**src/sv/sset_pkg.sv**
```systemverilog
// Shared types and constants for the sorted set engine.
package sset_pkg;

  localparam int CAPACITY = 16;
  localparam int IDX_W = $clog2(CAPACITY);
  localparam int CNT_W = $clog2(CAPACITY + 1);
  localparam int VALUE_W = 32;
  localparam int TOTAL_W = 5;

  typedef enum logic [2:0] {
    OP_INSERT = 3'd0,
    OP_REMOVE = 3'd1,
    OP_MEMBER = 3'd2,
    OP_MIN    = 3'd3,
    OP_MAX    = 3'd4,
    OP_XMIN   = 3'd5,
    OP_XMAX   = 3'd6
  } op_t;

  typedef struct packed {
    op_t                       op;
    logic signed [VALUE_W-1:0] operand_value;
  } req_t;

  typedef struct packed {
    logic [TOTAL_W-1:0]        entry_total;
    logic signed [VALUE_W-1:0] result_value;
    logic                      success;
  } rsp_t;

endpackage

```
**src/sv/sset_core.sv**
```systemverilog
// Sequencer, entry memory and shared comparator of the sorted set engine.
module sset_core (
  input  logic          clk,
  input  logic          rst,
  input  logic          req_valid,
  output logic          req_ready,
  input  sset_pkg::req_t req,
  output logic          rsp_valid,
  input  logic          rsp_ready,
  output sset_pkg::rsp_t rsp
);

  typedef enum logic [3:0] {
    S_IDLE,
    S_START,
    S_SCAN,
    S_SCAN_CMP,
    S_DECIDE,
    S_UP_RD,
    S_UP_WR,
    S_DN_RD,
    S_DN_WR,
    S_PEEK,
    S_PEEK_CMP,
    S_DONE
  } state_t;

  state_t                              state;
  sset_pkg::op_t                       op;
  logic signed [sset_pkg::VALUE_W-1:0] operand;
  logic [sset_pkg::CNT_W-1:0]          idx;
  logic [sset_pkg::CNT_W-1:0]          slot;
  logic                                found;
  logic [sset_pkg::CNT_W-1:0]          occ;
  logic                                ok;
  logic signed [sset_pkg::VALUE_W-1:0] res;

  logic [sset_pkg::VALUE_W-1:0] mem [sset_pkg::CAPACITY];
  logic [sset_pkg::VALUE_W-1:0] rdata;
  logic [sset_pkg::IDX_W-1:0]   raddr;
  logic [sset_pkg::IDX_W-1:0]   waddr;
  logic [sset_pkg::VALUE_W-1:0] wdata;
  logic                         we;

  logic [sset_pkg::CNT_W-1:0] idx_inc;
  logic [sset_pkg::CNT_W-1:0] idx_dec;
  logic [sset_pkg::CNT_W-1:0] occ_dec;
  logic                       cmp_lt;
  logic                       cmp_eq;

  assign idx_inc = idx + sset_pkg::CNT_W'(1);
  assign idx_dec = idx - sset_pkg::CNT_W'(1);
  assign occ_dec = occ - sset_pkg::CNT_W'(1);

  // The one comparator, shared by every step of the search.
  assign cmp_lt = $signed(rdata) < operand;
  assign cmp_eq = rdata == operand;

  always_comb begin
    raddr = idx[sset_pkg::IDX_W-1:0];
    waddr = idx[sset_pkg::IDX_W-1:0];
    wdata = rdata;
    we    = 1'b0;
    case (state)
      S_UP_RD: begin
        raddr = idx_dec[sset_pkg::IDX_W-1:0];
        if (idx == slot) begin
          we    = 1'b1;
          waddr = slot[sset_pkg::IDX_W-1:0];
          wdata = operand;
        end
      end
      S_UP_WR: we = 1'b1;
      S_DN_RD: raddr = idx_inc[sset_pkg::IDX_W-1:0];
      S_DN_WR: we = 1'b1;
      S_PEEK: begin
        if (op inside {sset_pkg::OP_MIN, sset_pkg::OP_XMIN}) begin
          raddr = '0;
        end else begin
          raddr = occ_dec[sset_pkg::IDX_W-1:0];
        end
      end
      default: ;
    endcase
  end

  always_ff @(posedge clk) begin
    if (we) begin
      mem[waddr] <= wdata;
    end
    rdata <= mem[raddr];
  end

  always_ff @(posedge clk) begin
    if (rst) begin
      state <= S_IDLE;
      occ   <= '0;
    end else begin
      case (state)
        S_IDLE: begin
          if (req_valid) begin
            op      <= req.op;
            operand <= req.operand_value;
            ok      <= 1'b0;
            res     <= '0;
            state   <= S_START;
          end
        end
        S_START: begin
          if (op inside {sset_pkg::OP_INSERT, sset_pkg::OP_REMOVE, sset_pkg::OP_MEMBER}) begin
            idx   <= '0;
            state <= S_SCAN;
          end else if (op inside {sset_pkg::OP_MIN, sset_pkg::OP_MAX,
                                  sset_pkg::OP_XMIN, sset_pkg::OP_XMAX}) begin
            state <= (occ == '0) ? S_DONE : S_PEEK;
          end else begin
            state <= S_DONE;
          end
        end
        S_SCAN: begin
          if (idx == occ) begin
            found <= 1'b0;
            slot  <= idx;
            state <= S_DECIDE;
          end else begin
            state <= S_SCAN_CMP;
          end
        end
        S_SCAN_CMP: begin
          if (cmp_lt) begin
            idx   <= idx_inc;
            state <= S_SCAN;
          end else begin
            found <= cmp_eq;
            slot  <= idx;
            state <= S_DECIDE;
          end
        end
        S_DECIDE: begin
          case (op)
            sset_pkg::OP_MEMBER: begin
              ok    <= found;
              state <= S_DONE;
            end
            sset_pkg::OP_INSERT: begin
              if (found || occ == sset_pkg::CNT_W'(sset_pkg::CAPACITY)) begin
                state <= S_DONE;
              end else begin
                idx   <= occ;
                state <= S_UP_RD;
              end
            end
            sset_pkg::OP_REMOVE: begin
              if (!found) begin
                state <= S_DONE;
              end else begin
                idx   <= slot;
                state <= S_DN_RD;
              end
            end
            default: state <= S_DONE;
          endcase
        end
        S_UP_RD: begin
          // Reaching the slot means the new value is written there in this same cycle.
          if (idx == slot) begin
            occ   <= occ + sset_pkg::CNT_W'(1);
            ok    <= 1'b1;
            state <= S_DONE;
          end else begin
            state <= S_UP_WR;
          end
        end
        S_UP_WR: begin
          idx   <= idx_dec;
          state <= S_UP_RD;
        end
        S_DN_RD: begin
          if (idx_inc >= occ) begin
            occ   <= occ_dec;
            ok    <= 1'b1;
            state <= S_DONE;
          end else begin
            state <= S_DN_WR;
          end
        end
        S_DN_WR: begin
          idx   <= idx_inc;
          state <= S_DN_RD;
        end
        S_PEEK: state <= S_PEEK_CMP;
        S_PEEK_CMP: begin
          ok  <= 1'b1;
          res <= rdata;
          if (op == sset_pkg::OP_XMIN) begin
            idx   <= '0;
            state <= S_DN_RD;
          end else if (op == sset_pkg::OP_XMAX) begin
            occ   <= occ_dec;
            state <= S_DONE;
          end else begin
            state <= S_DONE;
          end
        end
        S_DONE: begin
          if (rsp_ready) begin
            state <= S_IDLE;
          end
        end
        default: state <= S_IDLE;
      endcase
    end
  end

  assign req_ready        = state == S_IDLE;
  assign rsp_valid        = state == S_DONE;
  assign rsp.success      = ok;
  assign rsp.result_value = res;
  assign rsp.entry_total  = sset_pkg::TOTAL_W'(occ);

  a_occ_bound: assert property (@(posedge clk) disable iff (rst)
    occ <= sset_pkg::CNT_W'(sset_pkg::CAPACITY))
    else $error("entry count above capacity");

  a_occ_step: assert property (@(posedge clk) disable iff (rst)
    1'b1 |=> (occ == $past(occ)) || (occ == $past(occ) + sset_pkg::CNT_W'(1))
             || (occ == $past(occ) - sset_pkg::CNT_W'(1)))
    else $error("entry count moved by more than one");

  a_idle_no_write: assert property (@(posedge clk) disable iff (rst)
    (state == S_IDLE || state == S_DONE) |-> !we)
    else $error("memory written outside an operation");

  a_fail_zero: assert property (@(posedge clk) disable iff (rst)
    (rsp_valid && !rsp.success) |-> (rsp.result_value == '0))
    else $error("failed transaction carries a nonzero value");

endmodule

```
**src/sv/sorted_set_engine_unit.sv**
```systemverilog
// Top level of the sorted set engine: stream ports and result register.
//
//  channel | direction | transaction carries
//  s_*     | in        | one request: op, operand_value
//  m_*     | out       | one result: success, result_value, entry_total
//
// A request is taken only while the sequencer is idle, and the sequencer then
// walks the entry memory through one read port with one shared comparator.
// The linear search takes a read and a compare per entry below the operand; an
// insert or remove then takes a read and a write per entry shifted, so the
// cheapest request is a read on an empty set or the unused op code and the
// costliest an insert at the front of a set of 15 or a remove from a full set,
// and the sequencer passes through idle before it takes the next request.
// Reset clears the entry count and the sequencer; the memory needs no clearing.
// A finished result sits in the output register; a stall on m_tready holds it while the
// sequencer takes the next request, whose result then waits until the register drains.
module sorted_set_engine_unit (
  input  logic        clk,
  input  logic        rst,
  input  logic        s_tvalid,
  output logic        s_tready,
  input  logic [39:0] s_tdata,   // op[2:0], operand_value[34:3], zero pad
  output logic        m_tvalid,
  input  logic        m_tready,
  output logic [39:0] m_tdata    // success[0], result_value[32:1], entry_total[37:33], pad
);

  sset_pkg::req_t req;
  sset_pkg::rsp_t rsp;
  sset_pkg::rsp_t out_rsp;
  logic           rsp_valid;
  logic           rsp_ready;
  logic           out_valid;

  assign req.op            = sset_pkg::op_t'(s_tdata[2:0]);
  assign req.operand_value = s_tdata[34:3];

  sset_core u_core (
    .clk       (clk),
    .rst       (rst),
    .req_valid (s_tvalid),
    .req_ready (s_tready),
    .req       (req),
    .rsp_valid (rsp_valid),
    .rsp_ready (rsp_ready),
    .rsp       (rsp)
  );

  // The output register accepts a new result when empty or being drained.
  assign rsp_ready = !out_valid || m_tready;

  always_ff @(posedge clk) begin
    if (rst) begin
      out_valid <= 1'b0;
    end else begin
      if (rsp_valid && rsp_ready) begin
        out_valid <= 1'b1;
        out_rsp   <= rsp;
      end else if (m_tready) begin
        out_valid <= 1'b0;
      end
    end
  end

  assign m_tvalid = out_valid;
  assign m_tdata  = {2'b00, out_rsp};

endmodule

```
**config.mk**
```make
export PLATFORM = sky130hd
export DESIGN_NAME = sorted_set_engine_unit
export DESIGN_NICKNAME = d
export VERILOG_FILES = /design/src/sv/sset_pkg.sv /design/src/sv/sset_core.sv /design/src/sv/sorted_set_engine_unit.sv
export SDC_FILE = /design/constraint.sdc
export NUM_CORES = 1
export LEC_CHECK = 0
export BUFFER_PORTS_ARGS = -buffer_cell sky130_fd_sc_hd__buf_2
export CORE_MARGIN = 5
export CORE_UTILIZATION = 62
export DETAILED_ROUTE_END_ITERATION = 16
export HOLD_SLACK_MARGIN = 0.06
export PLACE_DENSITY = 0.79
export SYNTH_ARGS = -nofsm -noshare
export SYNTH_HDL_FRONTEND = slang
export SYNTH_HIERARCHICAL = 1
export SYNTH_SLANG_ARGS = --single-unit
```
**constraint.sdc**
```tcl
create_clock -name clk -period 4.75 [get_ports clk]
set_input_delay 0.475 -clock clk [delete_from_list [all_inputs] [get_ports clk]]
set_output_delay 0.475 -clock clk [all_outputs]
set_load 0.03 [all_outputs]
```
==> results of run 1 <==
-- per-stage QoR --
stage | hold WS, ns | instance area (um2) | worst slack (ns) | util
global placement | 0.401 | 29300 | 1.25 | 0.649
global route | 0.0920 | 31700 | 0.878 | 0.703
CTS | 0.0789 | 31700 | 1.12 | 0.703
detailed placement | 0.405 | 29300 | 1.22 | 0.649
finish | 0.101 | 31700 | 1.11 | 0.703
floorplan | 0.400 | 28100 | 0.757 | -
-- area by class of cell --
class | instances | area share
Clock buffer | 81 | 0.0572
Clock inverter | 39 | 0.00904
Inverter | 48 | 0.00568
Multi-Input combinational cell | 895 | 0.242
Sequential cell | 671 | 0.622
Tap cell | 600 | 0.0237
Timing Repair Buffer | 163 | 0.0399
-- worst reg2reg max path, stage by stage, from the launching register on --
cell and delay [ns]:
dfxtp_1 0.59, nand3b_1 0.43, nor2_1 0.19, or4b_2 0.64, buf_4 0.41, o21ai_1 1.01
-- state kept, by name (all words and copies together), names as in the netlist, 3 cells and up --
name and flops:
u_core/mem 512, u_core/operand 32, u_core/op 3, u_core/slot 5
u_core/rdata 32, u_core/idx 5, u_core/res 32, u_core/state 4
u_core/occ 5, m_tdata 38
-- routing by layer --
layer	routed length, um	share of wire	track usage
met1	24600	0.42	0.329
met2	28700	0.49	0.387
met3	4080	0.069	0.0371
met4	1490	0.025	0.0747
met5	0	0	0
-- worst paths after layout --
check,endpoint
max,u_core/mem[3][6]
min,u_core/op[2]
max reg2reg,u_core/mem[3][6]
min reg2reg,m_tdata[16]
-- placed cells by master, fill, tap and decap left out, types with 8 or more instances in the layout --
cell and instances:
clkinv_1 16, nand4_1 11, ha_1 41, buf_12 12
dlygate4sd3_1 34, inv_1 46, clkinv_2 17, nor2_4 17
xor2_1 9, clkbuf_16 71, dfxtp_1 42, xnor2_1 15
a21oi_1 37, edfxtp_1 629, nand3_1 13, and3_1 35
clkbuf_1 10, nor2_1 25, mux2i_1 483, o21ai_1 36
o21ai_0 8, buf_2 78, nand2_1 63, buf_4 39
-- cell families (layout without fill, tap and decap cells) --
logic type	after synthesis	count (layout)	share of synthesized area
flops	671	671	0.702
mux	484	484	0.172
simple gates	215	215	0.0392
buf+inv	140	331	0.0324
compound gates	129	129	0.0284
fa+ha+maj	41	41	0.0182
xor+xnor	24	24	0.00748
other cells	1	2	0.000133
-- power by group through the flow --
stage               combinational (uW)  sequential [uW]  clock (uW)
floorplan                         3900             7820           0
global placement                  4670             7980           0
detailed placement                4830             8000           0
CTS                               4920             7880        5130
global route                      5340             7920        5390
finish                            4950             7890        5050
-- what timing repair did --
action,in CTS,in global routing
hold endpoints to repair,34,0
hold buffers,34,0
resized for setup,0,0
==> flow_summary.json, run 1 <==
{
  "synthesis.area_mm2": 0.0281,
  "grt_pass1_wl_um": 89200,
  "hold_depth": 1,
  "final-seq-area_mm2": 0.0197,
  "syn2layout_area_growth_pct": 12.8,
  "dp_cells": 2343,
  "synthCells": 1705,
  "avgSynthCellArea_um2": 16.5,
  "irDropWorstVdd_mv": 0.323,
  "grt_max_degree": 74,
  "worstPathArrival_ns": 3.87,
  "antenna_found_initial": 0,
  "power_frac_clock": 0.282,
  "r2r-start": "u_core/state[3]",
  "critPathBufInv": 1,
  "h-tree-depth": 3,
  "nNetsFinal": 1932,
  "yosys.area.top_type": "edfxtp_1",
  "avgRoutedWirePerCell_um": 23.6,
  "yosysTopAreaCellShare": 0.672,
  "path_cells": "nand3b_1, nor2_1, or4b_2, buf_4, o21ai_1",
  "powerDensity_mw_per_mm2": 564,
  "coreArea_mm2": 0.0451,
  "root_buffer": "clkbuf_16",
  "multiInputGateArea_mm2": 0.00768,
  "startpoint": "u_core/state[3]",
  "fin_crit_sh": 0.767,
  "crit_type": "reg -> reg",
  "yosysSeqAreaShare": 0.702,
  "yosys-top-cells-area": "edfxtp_1, mux2i_1, dfxtp_1",
  "clk_latency_ns": 0.60,
  "critPathMaxStageDelay_ns": 0.99,
  "cts_setup_buffers": 0,
  "rows": 78,
  "die_area_mm2": 0.0497,
  "tightest_slew_ns": 1.14,
  "num_vias": 14900,
  "period_minus_slack_ns": 3.64,
  "die_w_um": 223,
  "finalPower_uw": 17900,
  "drt-initial-drc-count": 1414,
  "io_pins": 86,
  "ys_warn_count": 6,
  "max_freq_mhz": 275,
  "rrSetupSlack_ns": 1.11,
  "cts_tree": "built",
  "hold_class": "in -> reg",
  "totalWireLength_um": 59000,
  "power.internal_uw": 12400,
  "rsz0062_at_grt": "no",
  "ff2ff_path_depth": 5,
  "n_fill_cell": 2883,
  "status": "finished clean",
  "synth_cell_types": 68,
  "hold_viol": 0,
  "hold_path.startpoint": "s_tdata[2]",
  "ys.flop_type": "edfxtp_1",
  "initial_utilization": 0.624,
  "async_flop_share": 0,
  "power.share.combinational": 0.277,
  "slew_headroom": 0.237,
  "endpoint_kind": "register",
  "seqPwrFrac": 0.441,
  "clock_sink_count": 671,
  "cp_max_fo": 65,
  "p_leak_uw": 0.0121,
  "stdcell_count": 2497,
  "crit_slowest_cell": "o21ai_1",
  "p_sw_frac": 0.305,
  "viasPerCell": 5.97,
  "ys_top_cells_by_count": "edfxtp_1, mux2i_1, nand2_1",
  "port_buffers": 78,
  "dp_hpwl_um": 33900,
  "cp.required_ns": 4.98,
  "clk_pin_slew_worst_paths_ns": 0.06,
  "cts_buffers": 68,
  "grtUsageTotal": 0.236,
  "drv_cap": 0,
  "cp_top_family": "simple AND/OR/NAND/NOR gates",
  "cts_buffer_depth": 3,
  "drv_slew": 0,
  "grt-ovfl-total": 0,
  "drcViolationCount": 0,
  "antenna_cells": 0,
  "ys_seq_elements": 671,
  "drtPass1Iterations": 5,
  "die_h_um": 223,
  "drive_above_1_share": 0.134,
  "setup_tns_ns": 0,
  "synth_edf_count": 629,
  "finalSetupViolCount": 0,
  "power.switching_uw": 5460,
  "critPathLaunchType": "register",
  "synth_most_common_cell": "edfxtp_1",
  "gp_congestion": 0.847,
  "fin_skew_ns": 0.0196,
  "first_global_vias": 15000,
  "detail-route-antenna-nets": 0,
  "worstSetupPathDepth": 5
}
Note: power is estimated with default switching activity, not from simulation.
==> run 2: changes to the inputs <==
==> constraint.sdc (replaced) <==
create_clock -name clk -period 3.7 [get_ports clk]
set_input_delay 0.37 -clock clk [delete_from_list [all_inputs] [get_ports clk]]
set_output_delay 0.37 -clock clk [all_outputs]
set_load 0.03 [all_outputs]
==> run 2 against run 1 <==
Net effect: register-to-register slack worse by 0.75 ns; largest cell class unchanged; critical path depth up 5; hold slack better by 0.013 ns; cell area up 2.1%; non-clock buffer count up 26.
==> flow_summary.json, run 2 (synthesized netlist as in run 1, its figures left out) <==
{
  "status": "finished clean",
  "critPathBufInv": 3,
  "final_util": 0.718,
  "finalSetupViolCount": 0,
  "cp_max_fo": 68,
  "drcViolationCount": 0,
  "cts_buffers": 68,
  "mostFrequentLayoutCell": "edfxtp_1",
  "detail-route-antenna-nets": 0,
  "die_area_mm2": 0.0497,
  "drive_above_1_share": 0.150,
  "setup_tns_ns": 0,
  "clk_pin_slew_worst_paths_ns": 0.06,
  "fin_skew_ns": 0.0242,
  "p_leak_uw": 0.0124,
  "cp_top_family": "multiplexers",
  "crit_type": "reg -> reg",
  "layout_common_cells": "edfxtp_1, mux2i_1, buf_2",
  "drv_cap": 0,
  "rsz0062_at_grt": "no",
  "hold_viol": 0,
  "largest_reg_flops": 512,
  "hold_class": "in -> reg",
  "cp.required_ns": 4.17,
  "cts_setup_buffers": 0,
  "drtPass1Iterations": 5,
  "n_fill_cell": 2751,
  "grt_max_degree": 69,
  "gp_congestion": 0.865,
  "powerDensity_mw_per_mm2": 734,
  "first_global_vias": 15600,
  "hold_buffers": 35,
  "stdcell_count": 2526,
  "die_h_um": 223,
  "multiInputGateArea_mm2": 0.00768,
  "fin_crit_sh": 0.904,
  "rrSetupSlack_ns": 0.35,
  "num_vias": 15200,
  "path_cells": "buf_4, inv_1, ha_1, xor2_1, a21oi_1, o31ai_4, buf_12, mux2i_1, mux2i_1, mux2i_1",
  "clk_latency_ns": 0.59,
  "die_w_um": 223,
  "antenna_found_initial": 3,
  "grt_pass1_wl_um": 90800,
  "clock_sink_count": 671,
  "syn2layout_area_growth_pct": 15.1,
  "port_buffers": 78,
  "tightest_slew_ns": 1.15,
  "max_freq_mhz": 299,
  "drv_slew": 0,
  "critPathMaxStageDelay_ns": 0.53,
  "grt-ovfl-total": 0,
  "nNetsFinal": 1958,
  "irDropWorstVdd_mv": 0.452,
  "cts_buffer_depth": 3,
  "cts_tree": "built",
  "avgRoutedWirePerCell_um": 23.7,
  "drt-initial-drc-count": 1512,
  "viasPerCell": 6.01,
  "critPathLaunchType": "register",
  "path_common_cell": "mux2i_1",
  "worstPathArrival_ns": 3.82,
  "period_minus_slack_ns": 3.35,
  "dp_hpwl_um": 33900,
  "root_buffer": "clkbuf_16",
  "grtUsageTotal": 0.238,
  "coreArea_mm2": 0.0451,
  "rows": 78,
  "endpoint_kind": "register",
  "final-seq-area_mm2": 0.0197,
  "largest_register": "u_core/mem",
  "initial_utilization": 0.624,
  "cts_resized": 0,
  "io_pins": 86,
  "antenna_cells": 0,
  "totalWireLength_um": 59900,
  "h-tree-depth": 3,
  "crit_slowest_cell": "edfxtp_1",
  "dp_cells": 2368,
  "slew_headroom": 0.229
}
run 2: per-layer routing:
| layer | vias to the layer above | share of wire | track usage |
|---|---|---|---|
| met1 | 7589 | 0.41 | 0.318 |
| met5 | - | 0.00022 | 0 |
| li1 | 6885 | - | - |
| met4 | 2 | 0.029 | 0.0832 |
| met3 | 123 | 0.065 | 0.0354 |
| met2 | 590 | 0.50 | 0.404 |
run 2: power breakdown:
part	total, uW	switching, uW	internal (uW)	leakage [uW]
registers	10000	296	9730	0.00604
clock network	7090	2810	4280	0.00114
logic	6640	4050	2590	0.00518
run 2: worst min-delay path, delay by kind of cell:
kind | cells | cell delay [ns]
buffers and inverters | 1 | 0.08
AND/OR/NAND/NOR | 1 | 0.13
AO/OA/AOI/OAI | 1 | 0.06
run 2: per-stage QoR:
stage	hold slack (ns)	cell area, um2	worst slack (ns)	total power (uW)
after floorplan	0.400	28100	0.0341	15000
after global placement	0.401	29700	0.590	16400
after detailed placement	0.405	29700	0.427	16600
after CTS	0.0848	32400	0.377	23800
after global routing	0.114	32400	0.282	24700
final	0.114	32400	0.355	23800
run 2: worst paths after layout:
check | start | to | cells past startpoint
worst max register to register | u_core/idx[0] | u_core/rdata[26] | 10
worst min register to register | u_core/res[28] | m_tdata[29] | 0
worst max-delay path | u_core/idx[0] | u_core/rdata[26] | 10
worst min-delay path | m_tready | m_tvalid | 3
run 2: final cells by class:
class / instances / share of cell area
Clock buffer: 87 / 0.0574
Multi-Input combinational cell: 895 / 0.237
Tap cell: 600 / 0.0232
Inverter: 48 / 0.00557
Timing Repair Buffer: 189 / 0.0525
Sequential cell: 671 / 0.610
Clock inverter: 36 / 0.0144
